--- src/kfi_pkg.sv ---
package kfi_pkg;

    localparam int MAX_KEYS  = 32;
    localparam int KEY_IDX_W = $clog2(MAX_KEYS);
    localparam int CNT_W     = 6;
    localparam int FRAC_W    = 16;

    localparam logic KIND_WRITE = 1'b0;
    localparam logic KIND_QUERY = 1'b1;

    typedef struct packed {
        logic                 kind;
        logic [4:0]           key_slot;
        logic [31:0]          key_time;
        logic signed [31:0]   key_x;
        logic signed [31:0]   key_y;
        logic signed [31:0]   key_z;
        logic [31:0]          query_time;
    } t_in;

    typedef struct packed {
        logic signed [31:0]   out_x;
        logic signed [31:0]   out_y;
        logic signed [31:0]   out_z;
        logic                 held_value;
    } t_out;

    typedef struct packed {
        logic [31:0] tm;
        logic [31:0] x;
        logic [31:0] y;
        logic [31:0] z;
    } t_key;

    // Search token that walks along the key cells.
    typedef struct packed {
        logic [31:0] qtime;
        logic        found;
        t_key        st;
        t_key        en;
    } t_tok;

    typedef enum logic [2:0] {
        LS_IDLE,
        LS_DIV,
        LS_MUL,
        LS_ADD,
        LS_OUT
    } t_lerp_st;

endpackage

--- src/kfi_lerp.sv ---
module kfi_lerp
    import kfi_pkg::*;
(
    input  logic i_clk,
    input  logic i_rst_n,
    input  logic i_tok_vld,
    input  t_tok i_tok,
    input  logic i_out_stall,
    output logic o_out_valid,
    output t_out o_out_data,
    output logic o_done
);

    t_lerp_st            r_st, n_st;
    t_tok                r_tok;
    logic [31:0]         r_rem;
    logic [31:0]         r_dt;
    logic [FRAC_W-1:0]   r_q;
    logic [4:0]          r_cnt;
    logic [1:0]          r_comp;
    logic signed [49:0]  r_prod;
    t_out                r_res;
    logic                r_out_valid;
    t_out                r_out;

    logic [32:0]         w_rem2;
    logic [32:0]         w_diff;
    logic [31:0]         w_s, w_e;
    logic [32:0]         w_d;
    logic signed [49:0]  w_prod;
    logic                w_held;
    logic                w_load;

    always_comb begin
        case (r_comp)
            2'd0:    begin w_s = r_tok.st.x; w_e = r_tok.en.x; end
            2'd1:    begin w_s = r_tok.st.y; w_e = r_tok.en.y; end
            default: begin w_s = r_tok.st.z; w_e = r_tok.en.z; end
        endcase
    end

    assign w_d    = {w_e[31], w_e} - {w_s[31], w_s};
    assign w_prod = $signed(w_d) * $signed({1'b0, r_q});
    assign w_rem2 = {r_rem, 1'b0};
    assign w_diff = w_rem2 - {1'b0, r_dt};
    assign w_held = !i_tok.found || (i_tok.qtime < i_tok.st.tm)
                    || (i_tok.en.tm <= i_tok.st.tm);
    assign w_load = (r_st == LS_OUT) && (!r_out_valid || !i_out_stall);

    always_comb begin
        n_st = r_st;
        case (r_st)
            LS_IDLE: if (i_tok_vld) n_st = w_held ? LS_OUT : LS_DIV;
            LS_DIV:  if (r_cnt == 5'd1) n_st = LS_MUL;
            LS_MUL:  n_st = LS_ADD;
            LS_ADD:  n_st = (r_comp == 2'd2) ? LS_OUT : LS_MUL;
            LS_OUT:  if (w_load) n_st = LS_IDLE;
            default: n_st = LS_IDLE;
        endcase
    end

    always_ff @(posedge i_clk) begin
        case (r_st)
            LS_IDLE: begin
                r_tok  <= i_tok;
                r_rem  <= i_tok.qtime - i_tok.st.tm;
                r_dt   <= i_tok.en.tm - i_tok.st.tm;
                r_q    <= '0;
                r_cnt  <= 5'(FRAC_W);
                r_comp <= 2'd0;
                r_res  <= {i_tok.st.x, i_tok.st.y, i_tok.st.z, 1'b1};
            end
            LS_DIV: begin
                // One restoring step per cycle; the quotient stays below one.
                if (!w_diff[32]) begin
                    r_rem <= w_diff[31:0];
                    r_q   <= {r_q[FRAC_W-2:0], 1'b1};
                end else begin
                    r_rem <= w_rem2[31:0];
                    r_q   <= {r_q[FRAC_W-2:0], 1'b0};
                end
                r_cnt <= r_cnt - 5'd1;
            end
            LS_MUL: r_prod <= w_prod;
            LS_ADD: begin
                r_res.held_value <= 1'b0;
                case (r_comp)
                    2'd0:    r_res.out_x <= w_s + r_prod[47:16];
                    2'd1:    r_res.out_y <= w_s + r_prod[47:16];
                    default: r_res.out_z <= w_s + r_prod[47:16];
                endcase
                r_comp <= r_comp + 2'd1;
            end
            default: ;
        endcase
        if (w_load) begin
            r_out <= r_res;
        end
        if (!i_rst_n) begin
            r_st        <= LS_IDLE;
            r_out_valid <= 1'b0;
        end else begin
            r_st <= n_st;
            if (w_load) begin
                r_out_valid <= 1'b1;
            end else if (!i_out_stall) begin
                r_out_valid <= 1'b0;
            end
        end
    end

    assign o_out_valid = r_out_valid;
    assign o_out_data  = r_out;
    assign o_done      = w_load;

    a_div_nonzero: assert property (@(posedge i_clk) disable iff (!i_rst_n)
        (r_st == LS_DIV) |-> (r_dt != '0)) else $error("zero divisor in division");
    a_tok_idle: assert property (@(posedge i_clk) disable iff (!i_rst_n)
        i_tok_vld |-> (r_st == LS_IDLE)) else $error("token arrived while busy");
    a_held_quick: assert property (@(posedge i_clk) disable iff (!i_rst_n)
        (r_st == LS_IDLE && i_tok_vld && w_held) |=> (r_st == LS_OUT))
        else $error("held value did not go to output");

endmodule

--- config.mk ---
export PLATFORM = sky130hd
export DESIGN_NAME = kfi_lerp
export DESIGN_NICKNAME = d
export VERILOG_FILES = /design/src/kfi_pkg.sv /design/src/kfi_lerp.sv
export SDC_FILE = /design/constraint.sdc
export NUM_CORES = 2
export LEC_CHECK = 0
export ABC_AREA = 1
export BUFFER_PORTS_ARGS = -buffer_cell sky130_fd_sc_hd__buf_2
export CAP_MARGIN = 25
export CORE_MARGIN = 1
export CORE_UTILIZATION = 55
export DETAILED_ROUTE_END_ITERATION = 12
export GPL_TIMING_DRIVEN = 0
export PLACE_DENSITY = 0.78
export SYNTH_ARGS = -nofsm -noshare
export SYNTH_HDL_FRONTEND = slang
export SYNTH_SLANG_ARGS = --single-unit
--- constraint.sdc ---
create_clock -name i_clk -period 12.1 [get_ports i_clk]
set_clock_uncertainty 0.1 [all_clocks]
set_input_delay 2.42 -clock i_clk [delete_from_list [all_inputs] [get_ports i_clk]]
set_output_delay 2.42 -clock i_clk [all_outputs]
set_load 0.02 [all_outputs]
==> flow_summary.ini <==
[status]
status = complete, no violations

[sta]
layout_worst_path_cycle_share_pct = 97.23
max_slew.worst_pin.slew_ps = 1208
slew_headroom_pct = 18.70
setup_tns_ps = 0
min_period_ps = 11760
timing.hold.ws_ps = 317.7
setup_violations = 0
hold_viol_final = 0
rsz0062_at_grt = no
fmax_mhz = 85.00
slew_violations = 0

[grt]
grt_overflow_total = 0
grt_max_degree = 137
grt_pass1_wl_mm = 233.4
antenna_found_initial = 13
track_usage_pct = 36.56
grt_pass1_vias = 39510

[die]
coreArea_um2 = 83950
ios = 392
die-height_um = 293.7
die-area_um2 = 86260
die_w_um = 293.7
initial_core_util_pct = 55.75
rows = 106

[cts]
clk_latency_ps = 620
htreeDepth = 2
cts.sinks = 509
cts_buffers = 52
clkTransAtPathRegs_ps = 70
cts_tree = built
root_buffer = clkbuf_16
cts_buffer_depth = 3
cts_setup_buffers = 0

[setup_path]
cp_max_fo = 10
worstPathRequired_ps = 12440
cp.arrival_ps = 12100
crit_top_cell = fa_1
end_kind = flip-flop
critPathKind = flip-flop to flip-flop
reg2regPathDepth = 40
crit_family = adder cells
crit_cells = 40
crit_buf_inv = 10
critPathSlowestCell = clkdlybuf4s15_1
slowest_delay_ps = 740
startpoint_type = flip-flop

[synth]
ys.flop_type = edfxtp_1
syn_area_um2 = 46800
avgSynthCellArea_um2 = 8.704
ys_seq_area_share_pct = 32.57
synth_seq_cells = 509
async_reset_ff_share_pct = 0
synth-edff-count = 505
synthesis.nets = 6435
yosysWarningCount = 0
netlist-cell-type-count = 58
synthesis.instances = 5377

[layout]
finalInstanceArea_um2 = 52200
nets = 6896
drive_gt1_share_pct = 10.51
fillers = 7273
syn2layout_area_growth_pct = 11.53

[routing]
vias = 39620
first_iter_violations = 3890
wl_per_cell_um = 22.39
totalWireLength_mm = 157.4
drc = 0
firstDrtPassIters = 8
vias_per_cell = 5.635
ant_nets = 0

[placement]
io_buffers = 391
globalplace.congestion = 1.025
dp_hpwl_mm = 130.8
postPlaceCellArea_um2 = 50450

[worst_hold_path]
holdPathStages = 0
hold_path_class = flip-flop to flip-flop

[job]
max_cap_violations = 0
[synth_stat cells (all sizes together), types with 42 or more instances]
| library cell | count | area share, % |
|---|---|---|
| nand2 | 1197 | 9.8 |
| inv | 1046 | 8.4 |
| nor2 | 550 | 4.6 |
| edfxtp | 505 | 32 |
| fa | 490 | 21 |
| a21oi | 293 | 3.2 |
| ha | 275 | 7.4 |
| nand3 | 267 | 2.9 |
| o21ai | 166 | 1.8 |
| clkbuf | 86 | 0.69 |
| xor2 | 60 | 1.2 |
| xnor2 | 55 | 1.0 |
| buf | 42 | 0.54 |
| or2 | 42 | 0.57 |
[routing by layer]
layer | vias to the layer above | track usage, % | share of wire [%] | routed length, um
li1 | 17990 | - | - | -
met1 | 18990 | 47.08 | 39 | 61340
met2 | 2187 | 59.51 | 46 | 72500
met3 | 450 | 7.598 | 9.9 | 15570
met4 | 4 | 16.59 | 5.1 | 8015
met5 | - | 0 | 0.015 | 23
[what timing repair did]
item | in CTS | in global routing
hold buffers | 0 | 0
endpoints found under the setup margin | 0 | 19
resized for setup | 0 | 9
[kinds of logic (layout without fill, tap and decap cells)]
logic type                 count (synthesis)  after routing  share of synthesized area [%]
and+or+nand+nor                         2160           2160                          19.21
buffers and inverters                   1182           1686                          9.683
xor gates and xnor gates                 115            115                          2.200
adders and majority gates                765            765                          28.31
DFF                                      509            509                          32.57
other                                      0             16                              0
AOI/OAI and AO/OA                        646            646                          8.018
[metrics by stage]
stage / setup slack, ps / utilization [%] / std cells
6_report: 335.7 / 62.17 / 7031
5_1_grt: 86.49 / 62.15 / 7024
4_1_cts: 114.3 / 62.11 / 7015
3_5_place_dp: 185.2 / 60.10 / 6918
3_3_place_gp: -128.4 / 59.77 / 6902
2_1_floorplan: 2774 / - / 5377
[flip-flops by register name, indices dropped and copies added (netlist names)]
name and flops:
r_st 3, r_prod 32, o_out_valid 1, r_tok 192
r_res 97, r_comp 2, r_cnt 5, r_q 16
r_rem 32, o_out_data 97, r_dt 32
[cell usage in the layout, fill, tap and decap left out, drive strengths merged, types with 8 or more instances in the layout]
cell    instances
a21boi         14
a21o           35
a21oi         293
a22o           32
a22oi          22
a31oi          24
and3            8
buf           448
clkbuf        147
clkinv         31
diode          16
edfxtp        505
fa            490
ha            275
inv          1052
nand2        1197
nand3         267
nand3b         18
nand4          35
nor2          550
nor3           28
nor4           14
o211ai          9
o21a           17
o21ai         166
o21bai         22
or2            42
xnor2          55
xor2           60
[worst reg2reg max path, delay by kind of cell (launching register included)]
family	cells	cell delay [ps]
XOR/XNOR	1	670
adder cells (fa/ha/maj)	10	4320
flip-flops	1	420
buffers and inverters	10	2530
AND/OR/NAND/NOR	13	2000
AO/OA/AOI/OAI	6	1540
[path summary, 6_finish.rpt]
check / slack [ps] / to / from
setup / recovery: 340 / r_prod[47]$_DFFE_PP_ / r_comp[1]$_SDFFCE_PP0P_
hold / removal: 320 / o_out_data[5]$_DFFE_PP_ / r_res[5]$_DFFE_PP_
setup reg to reg: 340 / r_prod[47]$_DFFE_PP_ / r_comp[1]$_SDFFCE_PP0P_
hold reg to reg: 320 / o_out_data[5]$_DFFE_PP_ / r_res[5]$_DFFE_PP_
[layout make-up]
cell class	count	area, um^2	area share (%)
multi-input combinational	3686	27050	51.83
inverter	1054	3964	7.594
buffer	128	585.6	1.122
sequential	509	15240	29.21
tap	1134	1419	2.718
antenna	16	40.04	0.07671
timing repair buffer	407	2200	4.214
clock buffer	61	1345	2.577
clock inverter	36	345.3	0.6616
Power is not shown: default switching activity piles up to over one toggle a cycle in this logic, so the estimate is an artifact.
